**src/hdl/gnss_nav_chip_modulator_core_assert.svh**
```systemverilog
// ============================================================================
// GNSS navigation chip modulator assertion macros
// Concurrent assertion wrappers clocked by clk and disabled while rst_n is low.
// They expand to nothing when SYNTHESIS is defined.
// ============================================================================
`ifndef GNSS_NAV_CHIP_MODULATOR_CORE_ASSERT_SVH
`define GNSS_NAV_CHIP_MODULATOR_CORE_ASSERT_SVH
`ifndef SYNTHESIS
`define GNM_ASSERT_IMP(label, ante, cons) \
    label: assert property (@(posedge clk) disable iff (!rst_n) (ante) |-> (cons)) \
        else $error("gnm assertion failed");
`define GNM_ASSERT_NEXT(label, ante, cons) \
    label: assert property (@(posedge clk) disable iff (!rst_n) (ante) |=> (cons)) \
        else $error("gnm assertion failed");
`else
`define GNM_ASSERT_IMP(label, ante, cons)
`define GNM_ASSERT_NEXT(label, ante, cons)
`endif
`endif

```
**src/hdl/gnm_chip_ram.sv**
```systemverilog
// ============================================================================
// GNSS navigation chip modulator one-bit RAM
// Single write port and one registered read port.
// ============================================================================
`timescale 1ns / 1ps
`default_nettype none

module gnm_chip_ram #(
    parameter int DEPTH = 2048
)
(
    input  logic                     clk,
    input  logic                     we,
    input  logic [$clog2(DEPTH)-1:0] waddr,
    input  logic                     wdata,
    input  logic                     re,
    input  logic [$clog2(DEPTH)-1:0] raddr,
    output logic                     rdata
);
    logic mem [DEPTH];
    logic rdata_reg;

    always_ff @(posedge clk)
    begin
        if (we)
        begin
            mem[waddr] <= wdata;
        end
        if (re)
        begin
            rdata_reg <= mem[raddr];
        end
    end

    assign rdata = rdata_reg;
endmodule

`default_nettype wire

```
**config.mk**
```make
export PLATFORM = sky130hd
export DESIGN_NAME = gnm_chip_ram
export DESIGN_NICKNAME = d
export VERILOG_FILES = /design/src/hdl/gnss_nav_chip_modulator_core_assert.svh /design/src/hdl/gnm_chip_ram.sv
export SDC_FILE = /design/constraint.sdc
export NUM_CORES = 2
export LEC_CHECK = 0
export BUFFER_PORTS_ARGS = -buffer_cell sky130_fd_sc_hd__buf_2
export CORE_ASPECT_RATIO = 0.7
export CORE_MARGIN = 3
export CORE_UTILIZATION = 40
export CTS_CLUSTER_SIZE = 16
export DETAILED_ROUTE_END_ITERATION = 6
export GPL_ROUTABILITY_DRIVEN = 0
export PLACE_DENSITY = 0.52
export SLEW_MARGIN = 10
export SYNTH_ARGS = -nofsm -noshare
export SYNTH_HDL_FRONTEND = slang
export SYNTH_SLANG_ARGS = --single-unit
export TNS_END_PERCENT = 20
```
**constraint.sdc**
```tcl
create_clock -name clk -period 3.2 [get_ports clk]
set_input_delay 0.16 -clock clk [delete_from_list [all_inputs] [get_ports clk]]
set_output_delay 0.16 -clock clk [all_outputs]
set_load 0.02 [all_outputs]
```
# Word level (Yosys, flattened, before mapping)
# Memory sizes are Yosys's and may differ from the RTL's. A register that Yosys moved wholly into a read port is not among the register bits.
# Cells that the tools add are included.
# classes
n_mux	2
# op_table
operator	count
$mux 1	2
# totals
reg_bits	0
out_inout_bits	1
ramBits	2048
n_memories	1
# memory_table
name	words	width	rd	rd_clocked_by_memory_dff	wr	line	rtl
mem	2048	1	1	1	1	gnm_chip_ram.sv:20	logic mem [DEPTH];

# Depth between registers and ports, before layout
# logic_depth
word_depth	2
mapped_depth	14

# Worst setup path before layout
# No wires, ideal clock.
# synth_path
kind	input-to-reg
start	in raddr[0]
end	reg rdata_reg, in the netlist rdata (read register of mem) (data pin)
path_slack_ns	0.674
stages	10
setup_time_ns	0.264
arrival_time_ns	2.261
n_path_buf	4
cell_sequence	buf_6 > buf_8 > buf_12 > buf_2 > mux4_2 > mux4_2 > o22ai_1 > a31oi_1 > nand4b_1 > nand4_1
# synth_rtl
item	line	rtl
from (decl)	gnm_chip_ram.sv:17	input logic [$clog2(DEPTH)-1:0] raddr,
to (decl)	gnm_chip_ram.sv:21	logic rdata_reg;

==> key figures <==
GRT
  • Largest net degree at the start of global routing: 161
  • M2 GR Usage: 0.3746
  • Initial antenna violation count: 26
  • GR Overflow Total: 0
  • GR Util met1: 0.3883
  • Most Used Layer, Global Route: met1
  • Met3 Use GR: 0.04877
  • First-pass GRT wire length: 414,500 µm
  • Vias in the first global route: 53.35k
  • Global-route usage over all layers: 0.2542

Power and ir drop
  • Max IR drop VDD: 0.3800 mV
  • Design Power: 0.05543 W
  • PD cells: 546.2 mW/mm²
  • Leak pwr: 30.84 nW

STA
  • Worst Tran Pin Value: 1.219 ns
  • Final setup fails: 1
  • Slew Limit Fails: 0
  • Final Hold Vio Count: 0
  • Slew headroom: 0.1876
  • Max frequency: 0.3115 GHz
  • Min cycle time layout: 3.210 ns
  • RSZ-0062 raised after global routing: false
  • Final clock skew: 0.05323 ns
  • Tcrit/Tclk final: 1.003
  • Setup WS post-layout: -0.01031 ns

Clock network
  • Clk_lat worst skew: 0.85 ns
  • CTS clk-pin slew, worst paths: 0.07 ns
  • Setup bufs post-CTS: 0
  • Num CTS Buffers: 201
  • CTS root buffer: clkbuf_16
  • Clock sink count: 2,049
  • TritonCTS clock tree: done
  • Clock Tree Buf Depth: 4
  • Htree depth: 4

Outcome
  • Outcome: finished with violations
  • Failing checks: setup timing

Final layout
  • Filler cells: 19.60k
  • Largest register FFs: 2,048
  • Non-Filler Cell Area, Final: 0.1015 mm²
  • Final Util: 0.4590
  • Layout area overhead: 13.57%
  • # nets final: 6,395
  • Layout cells sized above 1: 0.1816

Yosys
  • Yosys warnings: 0
  • Post-synthesis sequential area ratio: 0.6886
  • Syn nets: 6,269
  • Syn avg cell area: 14.31 µm²
  • Top FF cell, synth: edfxtp_1
  • Post-synth ARST share: 0
  • Cell Area, Synth: 0.08936 mm²
  • Post-synth EDFFs: 2,049
  • Post-Synthesis Cells: 6,243
  • #FFs+latches synth: 2,049
  • Distinct cells, synth: 65

Drt
  • Post-DRT Antenna Nets: 0
  • Initial DRC count: 8,133
  • Drt wl/cell: 31.49 µm
  • Vias: 56.58k
  • Drt via density: 5.997
  • Drt drc: 0
  • Detailed Routing Iterations Pass 1: 5
  • Routed WL: 297,100 µm

Worst hold path
  • Hold path startpoint: waddr[1]
  • Worst hold endpoint: mem[1509]
  • Hold depth: 5
  • Hold WC Path Type: input port to flop

Floorplan
  • DIE AREA: 0.2292 mm²
  • Std-Cell Rows: 144
  • Die H: 401.4 µm
  • Die span in x: 570.9 µm
  • Top Ports: 27
  • Core ar.: 0.2211 mm²
  • Initial Util: 0.4042

Worst setup path
  • Slowest stage delay, CP: 0.87 ns
  • R2R Path Start: mem[1063]
  • WP data arrival: 3.80 ns
  • Crit-path max FO: 22
  • Worst R2R Path Depth: 9
  • CP delay by family, top: buffers and inverters
  • CP Launch Type: input port
  • Reg2reg end: rdata
  • WS Path Type: input port to flop
  • Worst path slowest cell: a311oi_1
  • R2R Setup Slk: 0 ns
  • WP buf/inv: 6
  • Cell Chain, Critical Path: buf_8 > buf_4 > buf_12 > buf_4 > mux4_2 > mux2i_1 > o22ai_1 > a311oi_1 > buf_4 > nor3_1 > buf_4 > nand4_1 > nand4_1
  • Critical Path Sink Type: flop
  • Crit path top cell by count: buf_4
  • CP required: 3.79 ns

Place
  • Placed instance area: 0.09544 mm²
  • HPWL Detailed: 168,500 µm
  • Buffers on Ports: 26
  • Dpl ws: -0.7514 ns

Flow run
  • Max-Cap Viols: 0
## cell usage in the layout, fill, tap and decap left out, types with 16 or more instances in the layout
cell type  synthesis  routed
nor3_1            58      57
buf_2             37      20
nand2_1          164     163
nand3_1           65      33
edfxtp_1        2049    2049
o221ai_1         117     117
a21oi_1           78      78
o21ai_0           45      45
mux4_2           345     345
nor2_1          2100    2099
a2111oi_0         17      16
buf_4             15     410
nand3_4            0      32
clkinv_2           0      31
clkinv_1           1      50
o22ai_1           70      70
clkbuf_1         384      48
a22oi_1           23      23
buf_12             7      96
clkbuf_16          0     202
mux2i_1          306     306
mux4_1            44      44
## kinds of logic (layout without fill, tap and decap cells)
| family | after synthesis | after routing | share of synthesized area |
|---|---|---|---|
| AOI/OAI and AO/OA | 406 | 406 | 0.03215 |
| buffers and inverters | 620 | 890 | 0.03620 |
| DFF | 2049 | 2049 | 0.6886 |
| muxes | 700 | 700 | 0.1348 |
| other | 0 | 2 | 0 |
| and+or+nand+nor | 2468 | 2468 | 0.1083 |
## layout make-up
| type | instances | area [µm²] | share of cell area |
|---|---|---|---|
| Multi-Input combinational cell | 3574 | 25070 | 0.2470 |
| Timing Repair Buffer | 537 | 5224 | 0.05148 |
| Sequential cell | 2049 | 61530 | 0.6063 |
| Antenna cell | 2 | 5.005 | 0.00004932 |
| Clock buffer | 250 | 5235 | 0.05159 |
| Inverter | 6 | 30.03 | 0.0002959 |
| Tap cell | 2920 | 3654 | 0.03600 |
| Clock inverter | 97 | 734.5 | 0.007237 |
## through the flow
stage | hold slack [ns] | instances | TNS, ns
after floorplan | 0.2589 | 6243 | 0
after global placement | 0.5417 | 9079 | -0.7990
after detailed placement | 0.5374 | 9079 | -0.7514
after CTS | 0.003120 | 9432 | 0
after global routing | 0.03806 | 9434 | 0
final | 0.05464 | 9435 | -0.01031
## metal layers
metal  share of wire  vias up
met1            0.44    29889
met3            0.10      415
met4           0.026        6
met5         0.00015        -
met2            0.44     2933
li1                -    23334
## worst reg2reg max path: cells and delay by family (launching register included)
kind                   cells  cell delay, ns
multiplexers               2            0.78
AND/OR/NAND/NOR            3            0.32
AO/OA/AOI/OAI              2            1.00
flip-flops                 1            0.36
buffers and inverters      2            0.49
## worst max-delay path by stage
stage | start | end | slack, ns | cells past startpoint
floorplan | raddr[0] | rdata | 0.67 | 10
global placement | raddr[0] | rdata | -0.80 | 12
detailed placement | raddr[0] | rdata | -0.75 | 12
CTS | mem[1058] | rdata | 0.12 | 9
global route | mem[1063] | rdata | 0.003 | 9
finish | raddr[0] | rdata | -0.01 | 13
## what timing repair did
action,4_1_cts,5_1_grt
endpoints found under the hold margin,31,0
hold buffers,6,0
resized for setup,0,0
## synth_stat cells, types with 7 or more instances
cell type,n,area share
nor2_1,2100,0.088
edfxtp_1,2049,0.69
clkbuf_1,384,0.016
mux4_2,345,0.087
mux2i_1,306,0.034
nand2_1,164,0.0069
o221ai_1,117,0.011
buf_1,91,0.0038
a21oi_1,78,0.0044
o22ai_1,70,0.0049
nand3_1,65,0.0036
nor3_1,58,0.0032
o21ai_0,45,0.0025
buf_6,44,0.0055
mux4_1,44,0.013
buf_2,37,0.0021
buf_8,30,0.0050
a22oi_1,23,0.0019
a2111oi_0,17,0.0017
buf_4,15,0.0013
nand4_1,15,0.0011
nor4_1,15,0.0011
nor2b_1,9,0.00063
nor3b_1,9,0.00076
a31oi_1,8,0.00056
and3b_1,7,0.00069
buf_12,7,0.0016
## power breakdown
part           switching, W  internal, W
Combinational       0.00216      0.00114
Sequential       0.00000907       0.0295
Clock                0.0102       0.0124
No activity file was read; power rests on OpenSTA's default activity.
