<file path="config.mk">
export PLATFORM = sky130hd
export DESIGN_NAME = gnm_serial_div
export DESIGN_NICKNAME = d
export VERILOG_FILES = /design/src/hdl/gnm_pkg.sv /design/src/hdl/gnm_serial_div.sv
export VERILOG_INCLUDE_DIRS = /design/src /design/src/hdl
export SDC_FILE = /design/constraint.sdc
export NUM_CORES = 1
export LEC_CHECK = 0
export BUFFER_PORTS_ARGS = -buffer_cell sky130_fd_sc_hd__buf_2
export CAP_MARGIN = 20
export CORE_MARGIN = 2
export CORE_UTILIZATION = 46
export DETAILED_ROUTE_END_ITERATION = 7
export GPL_ROUTABILITY_DRIVEN = 0
export PLACE_DENSITY = 0.68
export SYNTH_ARGS = -nofsm -noshare
export SYNTH_HDL_FRONTEND = slang
export SYNTH_SLANG_ARGS = --single-unit
export TNS_END_PERCENT = 1
</file>
<file path="constraint.sdc">
create_clock -name clk -period 7.4 [get_ports clk]
set_input_delay 1.48 -clock clk [delete_from_list [all_inputs] [get_ports clk]]
set_output_delay 1.48 -clock clk [all_outputs]
set_load 0.02 [all_outputs]
</file>
<file path="src/hdl/gnss_nav_chip_modulator_core_assert.svh">
// ============================================================================
// GNSS navigation chip modulator assertion macros
// Concurrent assertion wrappers clocked by clk and disabled while rst_n is low.
// They expand to nothing when SYNTHESIS is defined.
// ============================================================================
`ifndef GNSS_NAV_CHIP_MODULATOR_CORE_ASSERT_SVH
`define GNSS_NAV_CHIP_MODULATOR_CORE_ASSERT_SVH
`ifndef SYNTHESIS
`define GNM_ASSERT_IMP(label, ante, cons) \
    label: assert property (@(posedge clk) disable iff (!rst_n) (ante) |-> (cons)) \
        else $error("gnm assertion failed");
`define GNM_ASSERT_NEXT(label, ante, cons) \
    label: assert property (@(posedge clk) disable iff (!rst_n) (ante) |=> (cons)) \
        else $error("gnm assertion failed");
`else
`define GNM_ASSERT_IMP(label, ante, cons)
`define GNM_ASSERT_NEXT(label, ante, cons)
`endif
`endif

</file>
<file path="src/hdl/gnm_pkg.sv">
// ============================================================================
// GNSS navigation chip modulator package
// Shared widths, codes, amplitudes and divider handshake types.
// ============================================================================
`timescale 1ns / 1ps
`default_nettype none

package gnm_pkg;

    localparam int TIME_W     = 30;
    localparam int IDX_W      = 11;
    localparam int SAMPLE_W   = 16;
    localparam int FNUM_W     = 20;
    localparam int CFG_IDX_W  = 3;
    localparam int CFG_DATA_W = 20;
    localparam int DIV_W      = 32;
    localparam int DIV_CNT_W  = 6;
    localparam int NH_CHIPS   = 20;

    typedef enum logic [1:0] {
        FUNC_TICK     = 2'd0,
        FUNC_WR_BIT   = 2'd1,
        FUNC_WR_CHIP  = 2'd2
    } func_t;

    typedef enum logic [CFG_IDX_W-1:0] {
        REG_SIGNAL_MODE  = 3'd0,
        REG_CODE_LENGTH  = 3'd1,
        REG_NH_LENGTH    = 3'd2,
        REG_NH_PATTERN   = 3'd3,
        REG_FRAME_LENGTH = 3'd4,
        REG_SEC_LENGTH   = 3'd5,
        REG_LEAP_SECONDS = 3'd6,
        REG_SAT_ID       = 3'd7
    } reg_idx_t;

    typedef enum logic [3:0] {
        MODE_L1CA = 4'd0,
        MODE_L1C  = 4'd1,
        MODE_L2C  = 4'd2,
        MODE_L5   = 4'd3,
        MODE_B1C  = 4'd4,
        MODE_B1I  = 4'd5,
        MODE_B2A  = 4'd6,
        MODE_B2B  = 4'd7,
        MODE_E1   = 4'd8,
        MODE_E5A  = 4'd9,
        MODE_E5B  = 4'd10,
        MODE_E6   = 4'd11,
        MODE_G1G2 = 4'd12
    } mode_t;

    typedef enum logic [3:0] {
        S_CLEAR,
        S_IDLE,
        S_MOD_DAY,
        S_PREP,
        S_FRAME,
        S_BIT,
        S_ROUND,
        S_SEC_DIV,
        S_SEC_MOD,
        S_READ,
        S_OUT
    } state_t;

    localparam logic [TIME_W-1:0] BDS_SHIFT_MS  = 30'd14000;
    localparam logic [TIME_W-1:0] BDS_WRAP_MS   = 30'd604786000;
    localparam logic [TIME_W:0]   GLO_SHIFT_MS  = 31'd10800000;
    localparam logic [TIME_W:0]   E1_BIAS_MS    = 31'd1000;
    localparam logic [15:0]       MS_PER_SECOND = 16'd1000;
    localparam logic [DIV_W-1:0]  DAY_MS        = 32'd86400000;

    localparam logic signed [SAMPLE_W-1:0] AMP_FULL_POS   = 16'sh7FFF;
    localparam logic signed [SAMPLE_W-1:0] AMP_FULL_NEG   = 16'sh8000;
    localparam logic signed [SAMPLE_W-1:0] AMP_HALF       = 16'sd16384;
    localparam logic signed [SAMPLE_W-1:0] AMP_HALF_POWER = 16'sd23170;
    localparam logic signed [SAMPLE_W-1:0] AMP_PILOT_BIG  = 16'sd26603;

    typedef struct packed {
        logic                 start;
        logic [DIV_CNT_W-1:0] bits;
        logic [DIV_W-1:0]     dividend;
        logic [DIV_W-1:0]     divisor;
    } div_req_t;

    typedef struct packed {
        logic             done;
        logic [DIV_W-1:0] quotient;
        logic [DIV_W-1:0] remainder;
    } div_rsp_t;

endpackage

`default_nettype wire

</file>
<file path="src/hdl/gnm_serial_div.sv">
// ============================================================================
// GNSS navigation chip modulator serial divider
// Restoring divider that takes one dividend bit per cycle, MSB first.
// ============================================================================
`timescale 1ns / 1ps
`default_nettype none
`include "gnss_nav_chip_modulator_core_assert.svh"

module gnm_serial_div
(
    input  logic              clk,
    input  logic              rst_n,
    input  gnm_pkg::div_req_t req,
    output gnm_pkg::div_rsp_t rsp
);
    import gnm_pkg::*;

    logic                 busy_reg, busy_next;
    logic                 done_reg, done_next;
    logic [DIV_CNT_W-1:0] cnt_reg, cnt_next;
    logic [DIV_W-1:0]     dvd_reg, dvd_next;
    logic [DIV_W-1:0]     dsr_reg, dsr_next;
    logic [DIV_W-1:0]     rem_reg, rem_next;
    logic [DIV_W-1:0]     quo_reg, quo_next;
    logic [DIV_W:0]       trial;
    logic [DIV_W:0]       diff;

    always_comb
    begin
        trial     = {rem_reg, dvd_reg[DIV_W-1]};
        diff      = trial - {1'b0, dsr_reg};
        busy_next = busy_reg;
        done_next = 1'b0;
        cnt_next  = cnt_reg;
        dvd_next  = dvd_reg;
        dsr_next  = dsr_reg;
        rem_next  = rem_reg;
        quo_next  = quo_reg;
        if (req.start)
        begin
            busy_next = 1'b1;
            cnt_next  = req.bits;
            dvd_next  = req.dividend;
            dsr_next  = req.divisor;
            rem_next  = '0;
            quo_next  = '0;
        end
        else if (busy_reg)
        begin
            dvd_next = dvd_reg << 1;
            cnt_next = cnt_reg - 1'b1;
            if (!diff[DIV_W])
            begin
                rem_next = diff[DIV_W-1:0];
                quo_next = {quo_reg[DIV_W-2:0], 1'b1};
            end
            else
            begin
                rem_next = trial[DIV_W-1:0];
                quo_next = {quo_reg[DIV_W-2:0], 1'b0};
            end
            if (cnt_reg == DIV_CNT_W'(1))
            begin
                busy_next = 1'b0;
                done_next = 1'b1;
            end
        end
    end

    always_ff @(posedge clk or negedge rst_n)
    begin
        if (!rst_n)
        begin
            busy_reg <= 1'b0;
            done_reg <= 1'b0;
            cnt_reg  <= '0;
        end
        else
        begin
            busy_reg <= busy_next;
            done_reg <= done_next;
            cnt_reg  <= cnt_next;
        end
    end

    always_ff @(posedge clk)
    begin
        dvd_reg <= dvd_next;
        dsr_reg <= dsr_next;
        rem_reg <= rem_next;
        quo_reg <= quo_next;
    end

    assign rsp.done      = done_reg;
    assign rsp.quotient  = quo_reg;
    assign rsp.remainder = rem_reg;

    `GNM_ASSERT_IMP(a_start_when_free, req.start, !busy_reg)
    `GNM_ASSERT_NEXT(a_start_runs, req.start, busy_reg && !done_reg)
    `GNM_ASSERT_IMP(a_rem_below_divisor, done_reg, !busy_reg && (rem_reg < dsr_reg))
endmodule

`default_nettype wire

</file>
# Yosys cells after proc, flatten, opt, wreduce, memory -nomap -nowiden
# Index checks and enable logic that the tools add are counted.
[word_totals]
register_bits = 136
input_bits = 73
out_inout_bits = 65
wordCells = 23
[op_classes]
n_addsub = 2
eq_ne = 1
muxes = 12
reduce_logical = 1
[ops]
columns = ["operator", "count"]
rows = [
  ["2-to-1 mux 32 bit", 3],
  ["subtractor 33 x 32 -> 33 bit", 1],
  ["2-to-1 mux 6 bit", 2],
  ["2-to-1 mux 1 bit", 7],
  ["equality test 6 x 1 -> 1 bit, second input constant", 1],
  ["subtractor 6 x 1 -> 6 bit, second input constant", 1],
  ["nonzero test 2 bit", 1],
]

# Longest topological paths before layout
[depth]
word_depth = 4
depth_mapped = 13
depth_no_buf = 12

# Least setup slack after synthesis
# OpenSTA, ideal clock, no wires.
[synth_timing]
path_type = "reg-to-reg"
startpoint = "register rem_reg[0]"
endpoint = "register rem_reg[30]"
setup_time_ns = 0.122
arrival_ns = 2.844
required_ns = 7.278
setup_slack_ns = 4.435
path_stages_with_launch = 13
synth_period_minus_slack_ns = 2.965
path_cell_list = "dfxtp_1 > inv_1 > fa_1 > nand2b_1 > a21o_1 > a31o_2 > a2111oi_2 > nor3_2 > xnor2_2 > buf_6 > o21ai_0 > a211oi_1 > o21ai_1"
[synth_between]
elab_chain_len = 2
[synth_rtl]
columns = ["item", "line", "source"]
rows = [
  ["from (decl)", "gnm_serial_div.sv:23", "logic [DIV_W-1:0] rem_reg, rem_next;"],
  ["from (signal assigned)", "gnm_serial_div.sv:90", "rem_reg <= rem_next;"],
  ["subtractor 33 x 32 -> 33 bit", "gnm_serial_div.sv:31", "diff = trial - {1'b0, dsr_reg};"],
  ["2-to-1 mux 32 bit", "gnm_serial_div.sv:52", "if (!diff[DIV_W])"],
]
# Every way passes these cells.
# A chain may end at the register's enable or synchronous reset.

# Worst setup path in the final report
[layout_timing]
startpoint = "register dvd_reg[31]"
endpoint = "register rem_reg[9]"
[layout_between]
elab_chain_len = 2
[layout_rtl]
columns = ["item", "line", "source"]
rows = [
  ["from (decl)", "gnm_serial_div.sv:21", "logic [DIV_W-1:0] dvd_reg, dvd_next;"],
  ["from (signal assigned)", "gnm_serial_div.sv:88", "dvd_reg <= dvd_next;"],
  ["subtractor 33 x 32 -> 33 bit", "gnm_serial_div.sv:31", ""],
  ["2-to-1 mux 32 bit", "gnm_serial_div.sv:52", ""],
]
# Every way passes these cells.

==> reports/results.txt <==
min Tclk post-route = 3600 ps
Cell Rows = 45
clock tree from TritonCTS = built
H-tree levels = 4
Achievable Freq = 0.278 GHz
worst r2r dst = rem_reg[9]$_SDFFE_PP0P_
worst-case reg-to-reg path depth = 12
WP data required = 7720 ps
nets@finish = 913
Max-Cap Viols = 0
period utilisation layout = 48.7%
post_cts resized = 0
Critical-path top delay cell = xnor2_4
Yosys top cell by area = edfxtp_1
clock skew = 8.95 ps
reg-to-reg slack, setup = 3800 ps
Core Area = 0.0151 mm²
Reg2Reg Launch Point = dvd_reg[31]$_DFFE_PP_
synth top area cells = edfxtp_1, dfxtp_1, mux2i_1
Max VDD drop = 0.172 mV
via/cell ratio = 5.33
Clock Latency Late Sink = 420 ps
max-slew violations = 0
Top FF cell, synth = edfxtp_1
CP endpoint = rem_reg[9]$_SDFFE_PP0P_
Layout Cells excl Fill = 1006
PwrDens = 363 mW/mm²
crit path max fanout = 21
endpoint type of the worst setup path = flip-flop
Worst Hold Class = flip-flop to flip-flop
Syn Nets = 788
kind of start point of the critical path = flip-flop
synthesized cell area = 0.00709 mm²
top-area cell type share of the netlist area = 27.1%
first-pass GRT wire length = 25.3 mm
Area Growth Syn to Fin = 19.5%
placed cell areas = 0.00789 mm²
Post-CTS Setup Repair Bufs = 0
hold_buf cts = 0
share of layout cells above drive strength 1 = 26.4%
# diodes = 0
cts bufs inserted = 17
remaining global-route overflow = 0
CP max stage delay = 540 ps
die area = 0.0164 mm²
register area share after synthesis = 48.0%
library cells used by synthesis = 63
Inst Count DP = 974
Routed WL = 15.1 mm
outcome = completed
Starting Density = 46.8%
Die H = 128 µm
CTS Sinks = 136
CP Cell Sequence = inv_1 > ha_1 > fa_1 > nand2b_1 > a21o_1 > a31o_2 > a2111oi_2 > nor3_2 > xnor2_4 > buf_4 > o311ai_1 > a311oi_1
Rel. slew slack = 27.4%
post-route ant nets = 0
final hold viol count = 0
final count of negative-setup-slack endpoints = 0
Port Buffers = 137
Mapped Avg Cell Area = 10.4 µm²
Die W = 128 µm
worst slew pin tran = 1090 ps
Iter 0 DRT Violations = 319
Syn Inst Count = 680
via count = 5361
WS Path Type = flip-flop to flip-flop
dpl ws = 3670 ps
Final TNS setup = 0 ps
Post-synth top cells = nor2_1, dfxtp_1, edfxtp_1
CTS clk-pin slew, worst paths = 60 ps
Total GRT Usage = 19.3%
top-count cell post-synth = nor2_1
pin count of the biggest net entering global routing = 88
unrepaired setup endpoints after global routing = no
Clock Path Buffers = 2
arrival time worst endpoint = 3920 ps
initial antenna violation count = 2
crit path launch = dvd_reg[31]$_DFFE_PP_
routed len/inst = 15.0 µm
1st-pass router iterations = 4
P_leak = 3.98 nW
asr flop ratio synth = 5.88%
CTS Root Buffer Type = clkbuf_16
EDFF count, synth = 64
I/O Pins = 138
detailed-route DRC error count = 0
vias in the first global route = 5368
detailed placement HPWL = 10.8 mm
#FFs+latches synth = 136
Ys Warns = 0
cell area after layout = 0.00848 mm²
Worst Setup Slack, final = 3800 ps
cells in the final DEF (no fill, tap or decap), types with 5 or more instances in the layout:
| master | synthesis | layout |
|---|---|---|
| a211oi_1 | 24 | 24 |
| a21o_1 | 13 | 13 |
| a21oi_1 | 34 | 34 |
| a31oi_1 | 5 | 5 |
| buf_2 | 2 | 136 |
| clkbuf_16 | 0 | 19 |
| dfrtp_1 | 8 | 7 |
| dfxtp_1 | 64 | 64 |
| edfxtp_1 | 64 | 64 |
| ha_1 | 34 | 34 |
| inv_1 | 42 | 42 |
| mux2_2 | 32 | 32 |
| mux2i_1 | 52 | 52 |
| nand2_1 | 42 | 42 |
| nand2b_1 | 6 | 6 |
| nand3_1 | 11 | 11 |
| nand4_1 | 5 | 5 |
| nor2_1 | 78 | 78 |
| nor2b_1 | 8 | 8 |
| nor3_1 | 5 | 5 |
| o21a_1 | 6 | 6 |
| o21ai_0 | 31 | 31 |
| xnor2_1 | 20 | 20 |
| xor2_1 | 10 | 10 |
critical path, delay by kind of cell (launching register included):
| kind | cells | cell delay, ps |
|---|---|---|
| compound gates | 5 | 1190 |
| simple gates | 2 | 310 |
| buf+inv | 2 | 480 |
| fa+ha+maj | 2 | 620 |
| flops | 1 | 350 |
| xor+xnor | 1 | 540 |
layer usage:
layer	part of all wire (%)	vias to the layer above	wire, µm	GRT usage [%]
li1	-	2695	-	-
met1	45	2504	6740	23.5
met2	46	145	6950	31.1
met3	7.8	15	1180	7.89
met4	1.5	2	233	6.59
met5	0.086	-	13	0
power by group:
part           leakage (nW)  internal [W]  switching [W]  total [W]
sequential             1.27      0.000917       0.000114    0.00103
clock                 0.296      0.000496       0.000328   0.000824
combinational          2.42      0.000525       0.000695    0.00122
total                  3.98       0.00194        0.00114    0.00308
metrics by stage:
stage               util [%]  hold slack (ps)  total power [W]
floorplan                  -              494          0.00199
global placement        51.9              478          0.00223
detailed placement      52.1              505          0.00226
CTS                     56.0              520          0.00309
global route            56.0              549          0.00328
finish                  56.0              515          0.00308
worst min path at each step:
| stage | startpoint | end | slack, ps | cells after the start |
|---|---|---|---|---|
| after global routing | rem_reg[4]$_SDFFE_PP0P_ | rem_reg[4]$_SDFFE_PP0P_ | 550 | 2 |
| after floorplan | dvd_reg[31]$_DFFE_PP_ | rem_reg[0]$_SDFFE_PP0P_ | 490 | 2 |
| after global placement | quo_reg[31]$_SDFFE_PP0P_ | quo_reg[31]$_SDFFE_PP0P_ | 480 | 2 |
| after detailed placement | quo_reg[17]$_SDFFE_PP0P_ | quo_reg[17]$_SDFFE_PP0P_ | 500 | 2 |
| final | rem_reg[8]$_SDFFE_PP0P_ | rem_reg[8]$_SDFFE_PP0P_ | 510 | 2 |
| after CTS | rem_reg[8]$_SDFFE_PP0P_ | rem_reg[8]$_SDFFE_PP0P_ | 520 | 2 |
area by class of cell:
class	instances	area [µm²]
multi-input combinational	468	3360
clock inverter	9	76.3
tap	188	235
inverter	42	158
sequential	136	3410
fill	1315	6670
clock buffer	23	513
timing repair buffer	140	731
logic make-up (layout without fill, tap and decap cells):
| kind of cell | after synthesis | in the layout | share of synthesized area [%] |
|---|---|---|---|
| multiplexers | 84 | 84 | 12.4 |
| AND/OR/NAND/NOR | 172 | 172 | 11.0 |
| adder cells (fa/ha/maj) | 35 | 35 | 6.28 |
| buffers and inverters | 76 | 214 | 4.87 |
| flip-flops | 136 | 136 | 48.0 |
| AO/OA/AOI/OAI | 146 | 146 | 13.5 |
| XOR/XNOR | 31 | 31 | 3.93 |
No activity file was read; power rests on OpenSTA's default activity.
